$ cat config.mk
export PLATFORM = sky130hd
export DESIGN_NAME = crop_pad_to_ayuv_stream
export DESIGN_NICKNAME = d
export VERILOG_FILES = /design/src/hw/rtl/crp_pkg.sv /design/src/hw/rtl/crp_regs.sv /design/src/hw/rtl/crp_front.sv /design/src/hw/rtl/crp_fifo.sv /design/src/hw/rtl/crp_back.sv /design/src/hw/rtl/crop_pad_to_ayuv_stream.sv
export SDC_FILE = /design/constraint.sdc
export NUM_CORES = 2
export LEC_CHECK = 0
export ABC_AREA = 0
export BUFFER_PORTS_ARGS = -buffer_cell sky130_fd_sc_hd__buf_2
export CAP_MARGIN = 0
export CORE_MARGIN = 5
export CORE_UTILIZATION = 35
export CTS_CLUSTER_SIZE = 8
export DETAILED_ROUTE_END_ITERATION = 12
export GPL_ROUTABILITY_DRIVEN = 0
export PLACE_DENSITY = 0.61
export SLEW_MARGIN = 30
export SYNTH_ARGS = -nofsm -noshare
export SYNTH_HDL_FRONTEND = slang
export SYNTH_HIERARCHICAL = 1
export SYNTH_SLANG_ARGS = --single-unit
export TNS_END_PERCENT = 5
$ cat constraint.sdc
create_clock -name clk_i -period 19.2 [get_ports clk_i]
set_input_delay 0.96 -clock clk_i [delete_from_list [all_inputs] [get_ports clk_i]]
set_output_delay 0.96 -clock clk_i [all_outputs]
set_load 0.02 [all_outputs]
$ cat src/hw/rtl/crp_pkg.sv
// shared types, constants and helpers of the crop and pad stream block
`default_nettype none
package crp_pkg;

  // working width of the geometry arithmetic, covers sizes up to 16384 plus borders
  localparam int unsigned DW = 16;
  localparam int unsigned PW = 2 * DW;
  localparam int unsigned RLW = 26;
  localparam logic [RLW-1:0] RUN_MAX = 26'd50331648;
  localparam int unsigned QDEPTH = 4;
  localparam int unsigned QAW = $clog2(QDEPTH);
  localparam int unsigned QCW = $clog2(QDEPTH + 1);

  typedef enum logic [2:0] {
    REG_FRAME_WIDTH  = 3'd0,
    REG_FRAME_HEIGHT = 3'd1,
    REG_EDGE_LEFT    = 3'd2,
    REG_EDGE_RIGHT   = 3'd3,
    REG_EDGE_TOP     = 3'd4,
    REG_EDGE_BOTTOM  = 3'd5,
    REG_FILL_COLOUR  = 3'd6,
    REG_ALPHA_VALUES = 3'd7
  } reg_idx_e;

  typedef enum logic [1:0] {
    FILL_BLACK     = 2'd0,
    FILL_KEY_GREEN = 2'd1,
    FILL_KEY_BLUE  = 2'd2
  } fill_colour_e;

  // result kinds of one request, emitted lowest bit first
  localparam int unsigned F_TOP     = 0;
  localparam int unsigned F_LEFT    = 1;
  localparam int unsigned F_PIX     = 2;
  localparam int unsigned F_RIGHT   = 3;
  localparam int unsigned F_BOT     = 4;
  localparam int unsigned F_ENDFILL = 5;
  localparam int unsigned NFLAGS    = 6;

  typedef struct packed {
    logic [NFLAGS-1:0] flags;
    logic              fend;
    logic [7:0]        y;
    logic [7:0]        u;
    logic [7:0]        v;
  } job_t;

  typedef struct packed {
    logic [12:0]   frame_width;
    logic [12:0]   frame_height;
    logic [1:0]    fill_colour;
    logic [15:0]   alpha;
    logic [DW-1:0] cl;
    logic [DW-1:0] ct;
    logic [DW-1:0] bl;
    logic [DW-1:0] br;
    logic [DW-1:0] col_end;
    logic [DW-1:0] col_last;
    logic [DW-1:0] row_end;
    logic          win_ok;
    logic          top_en;
    logic          bot_en;
    logic [PW-1:0] top_len;
    logic [PW-1:0] bot_len;
  } cfg_t;

  function automatic logic [DW-1:0] clamp_size(logic [12:0] v, logic [DW-1:0] hi);
    logic [DW-1:0] s;
    s = {{(DW-13){1'b0}}, v};
    if (s == '0) begin
      return DW'(1);
    end else if (s > hi) begin
      return hi;
    end
    return s;
  endfunction

  // {y, u, v} of the border colour, reserved code reads as black
  function automatic logic [23:0] fill_yuv(logic [1:0] fc);
    logic [23:0] r;
    case (fill_colour_e'(fc))
      FILL_KEY_GREEN: r = {8'd150, 8'd46, 8'd21};
      FILL_KEY_BLUE:  r = {8'd29, 8'd255, 8'd107};
      default:        r = {8'd16, 8'd128, 8'd128};
    endcase
    return r;
  endfunction

  function automatic logic [RLW-1:0] sat_len(logic [PW-1:0] p);
    if (p > PW'(RUN_MAX)) begin
      return RUN_MAX;
    end
    return p[RLW-1:0];
  endfunction

endpackage
`default_nettype wire

$ cat src/hw/rtl/crp_regs.sv
// configuration registers and registered window geometry
`default_nettype none
module crp_regs #(
  parameter int unsigned MAX_WIDTH  = 4096,
  parameter int unsigned MAX_HEIGHT = 4096
) (
  input  wire logic         clk_i,
  input  wire logic         rst_ni,
  input  wire logic         psel,
  input  wire logic         penable,
  input  wire logic         pwrite,
  input  wire logic [4:0]   paddr,
  input  wire logic [31:0]  pwdata,
  output logic [31:0]       prdata,
  output logic              pready,
  output crp_pkg::cfg_t     cfg_o
);

  localparam int unsigned DW = crp_pkg::DW;
  localparam int unsigned PW = crp_pkg::PW;

  logic [12:0] frame_width_q, frame_height_q;
  logic [12:0] edge_left_q, edge_right_q, edge_top_q, edge_bottom_q;
  logic [1:0]  fill_colour_q;
  logic [15:0] alpha_q;

  logic                 wr_en;
  crp_pkg::reg_idx_e    idx;

  assign pready = 1'b1;
  assign wr_en  = psel && penable && pwrite;
  assign idx    = crp_pkg::reg_idx_e'(paddr[4:2]);

  always_ff @(posedge clk_i or negedge rst_ni) begin
    if (!rst_ni) begin
      frame_width_q  <= 13'd320;
      frame_height_q <= 13'd240;
      edge_left_q    <= '0;
      edge_right_q   <= '0;
      edge_top_q     <= '0;
      edge_bottom_q  <= '0;
      fill_colour_q  <= '0;
      alpha_q        <= 16'hFFFF;
    end else if (wr_en) begin
      case (idx)
        crp_pkg::REG_FRAME_WIDTH:  frame_width_q  <= pwdata[12:0];
        crp_pkg::REG_FRAME_HEIGHT: frame_height_q <= pwdata[12:0];
        crp_pkg::REG_EDGE_LEFT:    edge_left_q    <= pwdata[12:0];
        crp_pkg::REG_EDGE_RIGHT:   edge_right_q   <= pwdata[12:0];
        crp_pkg::REG_EDGE_TOP:     edge_top_q     <= pwdata[12:0];
        crp_pkg::REG_EDGE_BOTTOM:  edge_bottom_q  <= pwdata[12:0];
        crp_pkg::REG_FILL_COLOUR:  fill_colour_q  <= pwdata[1:0];
        crp_pkg::REG_ALPHA_VALUES: alpha_q        <= pwdata[15:0];
        default: ;
      endcase
    end
  end

  always_comb begin
    case (idx)
      crp_pkg::REG_FRAME_WIDTH:  prdata = {19'd0, frame_width_q};
      crp_pkg::REG_FRAME_HEIGHT: prdata = {19'd0, frame_height_q};
      crp_pkg::REG_EDGE_LEFT:    prdata = {19'd0, edge_left_q};
      crp_pkg::REG_EDGE_RIGHT:   prdata = {19'd0, edge_right_q};
      crp_pkg::REG_EDGE_TOP:     prdata = {19'd0, edge_top_q};
      crp_pkg::REG_EDGE_BOTTOM:  prdata = {19'd0, edge_bottom_q};
      crp_pkg::REG_FILL_COLOUR:  prdata = {30'd0, fill_colour_q};
      crp_pkg::REG_ALPHA_VALUES: prdata = {16'd0, alpha_q};
      default:                   prdata = '0;
    endcase
  end

  function automatic logic [DW-1:0] pos13(logic [12:0] e);
    return e[12] ? '0 : {{(DW-13){1'b0}}, e};
  endfunction

  // magnitude of a negative edge, -4096 gives 4096
  function automatic logic [DW-1:0] neg13(logic [12:0] e);
    logic [12:0] m;
    m = ~e + 13'd1;
    return e[12] ? {{(DW-13){1'b0}}, m} : '0;
  endfunction

  // first stage: window bounds
  logic [DW-1:0]        w, h, cl, cr, ct, cb, bl, br, bt, bb;
  logic signed [DW+1:0] cw_s, ch_s;
  logic [DW-1:0]        cw, ch, ow;

  always_comb begin
    w  = crp_pkg::clamp_size(frame_width_q, DW'(MAX_WIDTH));
    h  = crp_pkg::clamp_size(frame_height_q, DW'(MAX_HEIGHT));
    cl = pos13(edge_left_q);
    cr = pos13(edge_right_q);
    ct = pos13(edge_top_q);
    cb = pos13(edge_bottom_q);
    bl = neg13(edge_left_q);
    br = neg13(edge_right_q);
    bt = neg13(edge_top_q);
    bb = neg13(edge_bottom_q);
    cw_s = $signed({2'b00, w}) - $signed({2'b00, cl}) - $signed({2'b00, cr});
    ch_s = $signed({2'b00, h}) - $signed({2'b00, ct}) - $signed({2'b00, cb});
    cw = cw_s[DW+1] ? '0 : cw_s[DW-1:0];
    ch = ch_s[DW+1] ? '0 : ch_s[DW-1:0];
    ow = bl + cw + br;
  end

  logic [DW-1:0] cl_q, ct_q, bl_q, br_q, bt_q, bb_q, ow_q;
  logic [DW-1:0] col_end_q, row_end_q;
  logic          win_ok_q, top_en_q, bot_en_q;
  logic [PW-1:0] top_len_q, bot_len_q;

  always_ff @(posedge clk_i) begin
    cl_q      <= cl;
    ct_q      <= ct;
    bl_q      <= bl;
    br_q      <= br;
    bt_q      <= bt;
    bb_q      <= bb;
    ow_q      <= ow;
    col_end_q <= cl + cw;
    row_end_q <= ct + ch;
    win_ok_q  <= (cw != '0) && (ch != '0);
    top_en_q  <= (bt != '0) && (ow != '0);
    bot_en_q  <= (bb != '0) && (ow != '0);
    // second stage: top and bottom run sizes
    top_len_q <= PW'(bt_q) * PW'(ow_q);
    bot_len_q <= PW'(bb_q) * PW'(ow_q);
  end

  always_comb begin
    cfg_o.frame_width  = frame_width_q;
    cfg_o.frame_height = frame_height_q;
    cfg_o.fill_colour  = fill_colour_q;
    cfg_o.alpha        = alpha_q;
    cfg_o.cl           = cl_q;
    cfg_o.ct           = ct_q;
    cfg_o.bl           = bl_q;
    cfg_o.br           = br_q;
    cfg_o.col_end      = col_end_q;
    cfg_o.col_last     = col_end_q - DW'(1);
    cfg_o.row_end      = row_end_q;
    cfg_o.win_ok       = win_ok_q;
    cfg_o.top_en       = top_en_q;
    cfg_o.bot_en       = bot_en_q;
    cfg_o.top_len      = top_len_q;
    cfg_o.bot_len      = bot_len_q;
  end

endmodule
`default_nettype wire

$ cat src/hw/rtl/crp_front.sv
// front: pixel intake, raster counters and result classification
`default_nettype none
module crp_front #(
  parameter int unsigned MAX_WIDTH  = 4096,
  parameter int unsigned MAX_HEIGHT = 4096
) (
  input  wire logic          clk_i,
  input  wire logic          rst_ni,
  input  wire logic          in_valid_i,
  output logic               in_stall_o,
  input  wire logic [7:0]    luma_i,
  input  wire logic [7:0]    chroma_u_i,
  input  wire logic [7:0]    chroma_v_i,
  input  wire crp_pkg::cfg_t cfg_i,
  input  wire logic          q_full_i,
  output logic               q_push_o,
  output crp_pkg::job_t      q_job_o
);

  localparam int unsigned DW  = crp_pkg::DW;
  localparam int unsigned CXW = $clog2(MAX_WIDTH);
  localparam int unsigned CYW = $clog2(MAX_HEIGHT);

  logic [CXW-1:0] col_q, col_d;
  logic [CYW-1:0] row_q, row_d;
  logic [DW-1:0]  w_now, h_now;
  logic           last_col, last_row, accept;

  // held request
  logic           s1_v_q, s1_v_d;
  logic [CXW-1:0] s1_col_q;
  logic [CYW-1:0] s1_row_q;
  logic           s1_last_q;
  logic [7:0]     s1_y_q, s1_u_q, s1_v_data_q;

  assign w_now    = crp_pkg::clamp_size(cfg_i.frame_width, DW'(MAX_WIDTH));
  assign h_now    = crp_pkg::clamp_size(cfg_i.frame_height, DW'(MAX_HEIGHT));
  assign last_col = (DW'(col_q) + DW'(1)) >= w_now;
  assign last_row = (DW'(row_q) + DW'(1)) >= h_now;

  always_comb begin
    col_d = col_q;
    row_d = row_q;
    if (accept) begin
      if (last_col) begin
        col_d = '0;
        row_d = last_row ? '0 : row_q + CYW'(1);
      end else begin
        col_d = col_q + CXW'(1);
      end
    end
  end

  // classification of the held pixel
  logic [DW-1:0]               colx, rowx;
  logic                        in_rows;
  logic [crp_pkg::NFLAGS-1:0]  flags;
  logic                        need;

  always_comb begin
    colx    = DW'(s1_col_q);
    rowx    = DW'(s1_row_q);
    in_rows = cfg_i.win_ok && (rowx >= cfg_i.ct) && (rowx < cfg_i.row_end);
    flags   = '0;
    flags[crp_pkg::F_TOP]   = (colx == '0) && (rowx == '0) && cfg_i.top_en;
    flags[crp_pkg::F_LEFT]  = in_rows && (colx == cfg_i.cl) && (cfg_i.bl != '0);
    flags[crp_pkg::F_PIX]   = in_rows && (colx >= cfg_i.cl) && (colx < cfg_i.col_end);
    flags[crp_pkg::F_RIGHT] = in_rows && (colx == cfg_i.col_last) && (cfg_i.br != '0);
    flags[crp_pkg::F_BOT]   = s1_last_q && cfg_i.bot_en;
    // frame ends on a pixel that made nothing: a zero length marker
    flags[crp_pkg::F_ENDFILL] = s1_last_q && (flags[crp_pkg::F_BOT:crp_pkg::F_TOP] == '0);
    need = s1_v_q && (flags != '0);
  end

  assign in_stall_o = need && q_full_i;
  assign accept     = in_valid_i && !in_stall_o;
  assign q_push_o   = need && !q_full_i;
  assign s1_v_d     = accept || (need && q_full_i);

  always_comb begin
    q_job_o.flags = flags;
    q_job_o.fend  = s1_last_q;
    q_job_o.y     = s1_y_q;
    q_job_o.u     = s1_u_q;
    q_job_o.v     = s1_v_data_q;
  end

  always_ff @(posedge clk_i or negedge rst_ni) begin
    if (!rst_ni) begin
      col_q  <= '0;
      row_q  <= '0;
      s1_v_q <= 1'b0;
    end else begin
      col_q  <= col_d;
      row_q  <= row_d;
      s1_v_q <= s1_v_d;
    end
  end

  always_ff @(posedge clk_i) begin
    if (accept) begin
      s1_col_q    <= col_q;
      s1_row_q    <= row_q;
      s1_last_q   <= last_col && last_row;
      s1_y_q      <= luma_i;
      s1_u_q      <= chroma_u_i;
      s1_v_data_q <= chroma_v_i;
    end
  end

endmodule
`default_nettype wire

$ cat src/hw/rtl/crp_fifo.sv
// short request queue between front and back
`default_nettype none
module crp_fifo (
  input  wire logic          clk_i,
  input  wire logic          rst_ni,
  input  wire logic          push_i,
  input  wire crp_pkg::job_t job_i,
  input  wire logic          pop_i,
  output crp_pkg::job_t      head_o,
  output logic               full_o,
  output logic               empty_o
);

  localparam int unsigned QAW = crp_pkg::QAW;
  localparam int unsigned QCW = crp_pkg::QCW;

  crp_pkg::job_t  mem_q [crp_pkg::QDEPTH];
  logic [QAW-1:0] wr_q, rd_q;
  logic [QCW-1:0] cnt_q, cnt_d;

  assign full_o  = cnt_q == QCW'(crp_pkg::QDEPTH);
  assign empty_o = cnt_q == '0;
  assign head_o  = mem_q[rd_q];

  always_comb begin
    cnt_d = cnt_q;
    if (push_i && !pop_i) begin
      cnt_d = cnt_q + QCW'(1);
    end else if (pop_i && !push_i) begin
      cnt_d = cnt_q - QCW'(1);
    end
  end

  always_ff @(posedge clk_i or negedge rst_ni) begin
    if (!rst_ni) begin
      wr_q  <= '0;
      rd_q  <= '0;
      cnt_q <= '0;
    end else begin
      cnt_q <= cnt_d;
      if (push_i) begin
        wr_q <= wr_q + QAW'(1);
      end
      if (pop_i) begin
        rd_q <= rd_q + QAW'(1);
      end
    end
  end

  always_ff @(posedge clk_i) begin
    if (push_i) begin
      mem_q[wr_q] <= job_i;
    end
  end

endmodule
`default_nettype wire

$ cat src/hw/rtl/crp_back.sv
// back: expands each request into its results, one per cycle while the output is not stalled, into the output register
`default_nettype none
module crp_back (
  input  wire logic                 clk_i,
  input  wire logic                 rst_ni,
  input  wire crp_pkg::cfg_t        cfg_i,
  input  wire crp_pkg::job_t        head_i,
  input  wire logic                 empty_i,
  output logic                      pop_o,
  output logic                      out_valid_o,
  input  wire logic                 out_stall_i,
  output logic                      is_fill_run_o,
  output logic [crp_pkg::RLW-1:0]   run_length_o,
  output logic [7:0]                out_alpha_o,
  output logic [7:0]                out_luma_o,
  output logic [7:0]                out_u_o,
  output logic [7:0]                out_v_o,
  output logic                      frame_end_o
);

  localparam int unsigned NF  = crp_pkg::NFLAGS;
  localparam int unsigned RLW = crp_pkg::RLW;

  crp_pkg::job_t cur_q, cur_d;
  logic          cur_v_q, cur_v_d;
  logic          adv, emit;
  logic [NF-1:0] sel, rem;

  logic            fill_d;
  logic [RLW-1:0]  len_d;
  logic [7:0]      a_d, y_d, u_d, v_d;
  logic [23:0]     fyuv;

  assign adv  = !out_valid_o || !out_stall_i;
  assign emit = cur_v_q && adv;
  // lowest pending result first
  assign sel  = cur_q.flags & (~cur_q.flags + NF'(1));
  assign rem  = cur_q.flags & ~sel;
  assign pop_o = !empty_i && (!cur_v_q || (emit && rem == '0));
  assign fyuv = crp_pkg::fill_yuv(cfg_i.fill_colour);

  always_comb begin
    cur_d   = cur_q;
    cur_v_d = cur_v_q;
    if (pop_o) begin
      cur_d   = head_i;
      cur_v_d = 1'b1;
    end else if (emit) begin
      cur_d.flags = rem;
      cur_v_d     = rem != '0;
    end
  end

  always_comb begin
    fill_d = 1'b1;
    a_d    = cfg_i.alpha[7:0];
    y_d    = fyuv[23:16];
    u_d    = fyuv[15:8];
    v_d    = fyuv[7:0];
    if (sel[crp_pkg::F_TOP]) begin
      len_d = crp_pkg::sat_len(cfg_i.top_len);
    end else if (sel[crp_pkg::F_LEFT]) begin
      len_d = RLW'(cfg_i.bl);
    end else if (sel[crp_pkg::F_PIX]) begin
      len_d  = RLW'(1);
      fill_d = 1'b0;
      a_d    = cfg_i.alpha[15:8];
      y_d    = cur_q.y;
      u_d    = cur_q.u;
      v_d    = cur_q.v;
    end else if (sel[crp_pkg::F_RIGHT]) begin
      len_d = RLW'(cfg_i.br);
    end else if (sel[crp_pkg::F_BOT]) begin
      len_d = crp_pkg::sat_len(cfg_i.bot_len);
    end else begin
      len_d = '0;
    end
  end

  always_ff @(posedge clk_i or negedge rst_ni) begin
    if (!rst_ni) begin
      cur_v_q     <= 1'b0;
      out_valid_o <= 1'b0;
    end else begin
      cur_v_q <= cur_v_d;
      if (emit) begin
        out_valid_o <= 1'b1;
      end else if (adv) begin
        out_valid_o <= 1'b0;
      end
    end
  end

  always_ff @(posedge clk_i) begin
    cur_q <= cur_d;
    if (emit) begin
      is_fill_run_o <= fill_d;
      run_length_o  <= len_d;
      out_alpha_o   <= a_d;
      out_luma_o    <= y_d;
      out_u_o       <= u_d;
      out_v_o       <= v_d;
      frame_end_o   <= cur_q.fend && (rem == '0);
    end
  end

endmodule
`default_nettype wire

$ cat src/hw/rtl/crop_pad_to_ayuv_stream.sv
// crop and letterbox pad of a raster pixel stream into picture pixels and fill runs
// path: an accepted pixel passes the held request register, the queue, the expansion register and the output register
// throughput: one pixel per cycle while each pixel gives at most one result and the output is not stalled; a pixel
//   with more than one result (border runs) holds the expansion stage until all are emitted, a 4-deep queue absorbs it
// window geometry is registered in two steps after a register write
// reset: counters, queue and output valid clear, registers take their reset values
`default_nettype none
module crop_pad_to_ayuv_stream #(
  parameter int unsigned MAX_WIDTH  = 4096,
  parameter int unsigned MAX_HEIGHT = 4096
) (
  input  wire logic                 clk_i,
  input  wire logic                 rst_ni,
  input  wire logic                 psel,
  input  wire logic                 penable,
  input  wire logic                 pwrite,
  input  wire logic [4:0]           paddr,
  input  wire logic [31:0]          pwdata,
  output logic [31:0]               prdata,
  output logic                      pready,
  input  wire logic                 in_valid_i,
  output logic                      in_stall_o,
  input  wire logic [7:0]           luma_i,
  input  wire logic [7:0]           chroma_u_i,
  input  wire logic [7:0]           chroma_v_i,
  output logic                      out_valid_o,
  input  wire logic                 out_stall_i,
  output logic                      is_fill_run_o,
  output logic [crp_pkg::RLW-1:0]   run_length_o,
  output logic [7:0]                out_alpha_o,
  output logic [7:0]                out_luma_o,
  output logic [7:0]                out_u_o,
  output logic [7:0]                out_v_o,
  output logic                      frame_end_o
);

  crp_pkg::cfg_t cfg;
  crp_pkg::job_t push_job, head_job;
  logic          q_push, q_pop, q_full, q_empty;

  crp_regs #(
    .MAX_WIDTH (MAX_WIDTH),
    .MAX_HEIGHT(MAX_HEIGHT)
  ) u_regs (
    .clk_i  (clk_i),
    .rst_ni (rst_ni),
    .psel   (psel),
    .penable(penable),
    .pwrite (pwrite),
    .paddr  (paddr),
    .pwdata (pwdata),
    .prdata (prdata),
    .pready (pready),
    .cfg_o  (cfg)
  );

  crp_front #(
    .MAX_WIDTH (MAX_WIDTH),
    .MAX_HEIGHT(MAX_HEIGHT)
  ) u_front (
    .clk_i     (clk_i),
    .rst_ni    (rst_ni),
    .in_valid_i(in_valid_i),
    .in_stall_o(in_stall_o),
    .luma_i    (luma_i),
    .chroma_u_i(chroma_u_i),
    .chroma_v_i(chroma_v_i),
    .cfg_i     (cfg),
    .q_full_i  (q_full),
    .q_push_o  (q_push),
    .q_job_o   (push_job)
  );

  crp_fifo u_fifo (
    .clk_i  (clk_i),
    .rst_ni (rst_ni),
    .push_i (q_push),
    .job_i  (push_job),
    .pop_i  (q_pop),
    .head_o (head_job),
    .full_o (q_full),
    .empty_o(q_empty)
  );

  crp_back u_back (
    .clk_i        (clk_i),
    .rst_ni       (rst_ni),
    .cfg_i        (cfg),
    .head_i       (head_job),
    .empty_i      (q_empty),
    .pop_o        (q_pop),
    .out_valid_o  (out_valid_o),
    .out_stall_i  (out_stall_i),
    .is_fill_run_o(is_fill_run_o),
    .run_length_o (run_length_o),
    .out_alpha_o  (out_alpha_o),
    .out_luma_o   (out_luma_o),
    .out_u_o      (out_u_o),
    .out_v_o      (out_v_o),
    .frame_end_o  (frame_end_o)
  );

  a_no_push_full: assert property (@(posedge clk_i) disable iff (!rst_ni)
    !(q_push && q_full))
    else $error("queue written while full");

  a_no_pop_empty: assert property (@(posedge clk_i) disable iff (!rst_ni)
    !(q_pop && q_empty))
    else $error("queue read while empty");

  a_pixel_shape: assert property (@(posedge clk_i) disable iff (!rst_ni)
    (out_valid_o && !is_fill_run_o) |->
      (run_length_o == crp_pkg::RLW'(1)) && (out_alpha_o == cfg.alpha[15:8]))
    else $error("picture pixel with wrong length or alpha");

  a_stall_needs_work: assert property (@(posedge clk_i) disable iff (!rst_ni)
    in_stall_o |-> q_full)
    else $error("input stalled without a full queue");

endmodule
`default_nettype wire

==> results.yml <==
timing:
  finalHoldViolCount: 0
  rsz0062_at_grt: "false"
  setup_viol: 0
  fin_crit_sh_pct: 46.70
  fmax_mhz: 111.5
  fin_skew_ns: 0.06277
  timing.setup.tns_ns: 0
  period_needed_ns: 8.967
  tightest_slew_ns: 1.060
  finalMaxSlewViolations: 0
  relSlewSlack_pct: 28.35
critical_path:
  required_ns: 19.69
  crit_buf_inv: 3
  rr_worst_depth: 35
  end_kind: "flop"
  critical_path_arrival_ns: 9.45
  cp_max_fo: 13
  r2r-end: "u_regs/bot_en_q$_DFF_P_"
  rr_startpoint: "u_regs/frame_width_q[2]$_DFFE_PN0P_"
  cp.depth: 35
  r2r_setup_slack_ns: 10.23
  cp_slowest_stage_delay_ns: 0.50
  crit_path_end: "u_regs/bot_en_q$_DFF_P_"
  crit_type: "reg2reg"
  critPathTopFamily: "simple AND/OR/NAND/NOR gates"
  crit_start: "u_regs/frame_width_q[2]$_DFFE_PN0P_"
  slowest_stage: "or4b_1"
  start_kind: "flop"
floorplan:
  fp.dieArea_sq_um: 126600
  die_y_um: 355.8
  io_pins: 163
  coreArea_sq_um: 118400
  row_count: 126
  initial_utilization_pct: 35.36
  dieWidth_um: 355.8
yosys:
  synth-edff-count: 264
  netlist_area_sq_um: 41860
  ys_seq_area_share_pct: 35.62
  async_flop_share_pct: 22.45
  yosysMostFrequentCell: "inv_1"
  ys_ff_latch: 579
  syn_inst: 3981
  synth_area_leader_cell: "edfxtp_1"
  synth_area_leaders: "edfxtp_1, fa_1, ha_1, dfxtp_1, dfrtp_1"
  yosys_warnings: 6
  synth_ff_type: "edfxtp_1"
  synth_top_area_share_pct: 18.94
  ys_types: 111
  synth_common_cells: "inv_1, nand2_1, fa_1, ha_1, edfxtp_1"
  syn_avg_cell_area_sq_um: 10.52
placed_design:
  place_hpwl_um: 83470
  port_buffers: 127
  placed_cells: 5601
route:
  dr_wl_met3_um: 5603
  firstDrtPassIters: 5
  dr_total_vias: 29001
  ant_nets: 0
  wl_met1_um: 47630
  route.met2.wl_um: 54280
  drt-initial-drc-count: 2032
  drt_wl_total_um: 111700
  highest_layer: "met5"
  drc: 0
  via_per_inst: 5.052
  wire_per_inst_um: 19.45
power_and_ir_drop:
  p_comb_share_pct: 57.2
  p_sw_share_pct: 44.68
  switching_power_mw: 3.575
  seqPwrFrac_pct: 25.6
  power.density_nw_per_um2: 172.2
  p_int_mw: 4.426
  ir_worst_vdd_v: 0.00008867
  clockPowerShare_pct: 17.2
  p_leak_nw: 20.37
clocking:
  cts_buffers: 83
  htree_levels: 3
  cts_tree: "yes"
  postCtsSetupBuffers: 0
  post_cts_resized: 0
  clk_latency_ns: 0.66
  cts.hold.buffers_added: 0
  cts-root-buf: "clkbuf_16"
  path_clk_slew_ns: 0.05
  cts.sinks: 579
  clockBufferDepth: 3
min_path:
  min_path_type: "in2async"
global_route:
  grt_overflow_total: 0
  grt_pass1_vias: 29857
  grt_pass1_wl_um: 175200
  globalRouteTotalUtil_pct: 17.68
  antenna_found_initial: 8
  grt_max_degree: 81
layout:
  drive_gt1_share_pct: 11.72
  fill_cells: 11482
  nets: 4803
  syn2layout_area_growth_pct: 10.99
  layout.cells.non_filler: 5740
job:
  max_cap_viol_count: 0
outcome:
  status: "finished clean"
==> registers in the layout, summed over array words and instances, names as in the netlist, 16 cells and up <==
register / count
u_fifo/mem_q: 124
u_regs/col_end_q: 16
u_regs/row_end_q: 16
u_regs/alpha_q: 16
u_back/run_length_o: 26
u_regs/top_len_q: 29
u_regs/bot_len_q: 29
u_back/cur_q: 31
u_regs/ow_q: 16
==> power groups by stage <==
stage | combinational, mW | clock [mW] | sequential (mW)
floorplan | 3.50 | 0 | 1.91
global placement | 4.50 | 0 | 2.06
detailed placement | 4.54 | 0 | 2.06
CTS | 4.60 | 1.41 | 2.04
global route | 5.20 | 1.47 | 2.08
finish | 4.58 | 1.38 | 2.05
==> worst min-delay path by stage <==
stage	end	cells past startpoint	slack [ns]
global placement	u_fifo/cnt_q[2]$_DFFE_PN0P_	1	0.47
finish	u_fifo/cnt_q[1]$_DFFE_PN0P_	1	0.27
floorplan	u_fifo/cnt_q[2]$_DFFE_PN0P_	1	0.46
detailed placement	u_fifo/mem_q[0][18]$_DFFE_PP_	0	0.48
global route	u_fifo/cnt_q[1]$_DFFE_PN0P_	1	0.29
CTS	u_fifo/cnt_q[1]$_DFFE_PN0P_	1	0.26
==> layer usage <==
metal | vias to the layer above | track usage [%]
met1 | 14440 | 22.77
met5 | - | 0
met4 | 2 | 6.233
met3 | 208 | 2.575
met2 | 784 | 30.42
li1 | 13567 | -
==> cells by family (layout without fill, tap and decap cells) <==
| kind of cell | Yosys count | after routing | synth area share (%) |
|---|---|---|---|
| simple gates | 1216 | 1216 | 14.99 |
| mux | 149 | 149 | 4.866 |
| other cells | 2 | 40 | 0.01794 |
| fa+ha+maj | 651 | 651 | 25.35 |
| xor+xnor | 182 | 182 | 3.808 |
| buf+inv | 654 | 775 | 6.623 |
| compound gates | 548 | 548 | 8.730 |
| flops | 579 | 579 | 35.62 |
==> stage by stage <==
step | hold WS [ns] | instance area, sq um | power [mW] | setup WS (ns) | util (%)
6_report | 0.2692 | 46460 | 8.001 | 10.23 | 39.24
5_1_grt | 0.2928 | 46460 | 8.748 | 9.504 | 39.24
4_1_cts | 0.2641 | 46450 | 8.059 | 10.23 | 39.24
3_5_place_dp | 0.4844 | 43970 | 6.604 | 10.29 | 37.14
3_3_place_gp | 0.4735 | 43950 | 6.559 | 10.35 | 37.12
2_1_floorplan | 0.4563 | 41990 | 5.419 | 11.76 | -
==> layout by cell type, fill, tap and decap left out, drive strengths merged, types with 16 or more instances in the layout <==
master    n
dfxtp   185
dfrtp   108
and2    205
nor2b    59
inv     481
a22o     22
mux2    105
xnor2   126
clkbuf  128
nor4     62
fa      329
nor3     40
o21a     32
ha      320
o21ai   136
nand3    36
o22ai    16
o21bai   18
and3     43
conb     37
a31oi    19
o31ai    18
nor2    187
a21o     48
mux4     31
nand2   406
nand2b   84
edfxtp  264
xor2     56
buf     158
a211oi   16
a21oi   141
dfstp    22
==> final cells by class <==
type	count	area [sq um]	area share, %
diodes	3	7.507	0.01616
inverters	481	1805	3.886
repair buffers	158	878.3	1.890
clock inverters	8	217.7	0.4686
flip-flops and latches	579	14910	32.10
multi-input cells	2783	24370	52.46
well taps	1600	2002	4.309
clock buffers	128	2266	4.877
(Power assumes the default switching activity.)
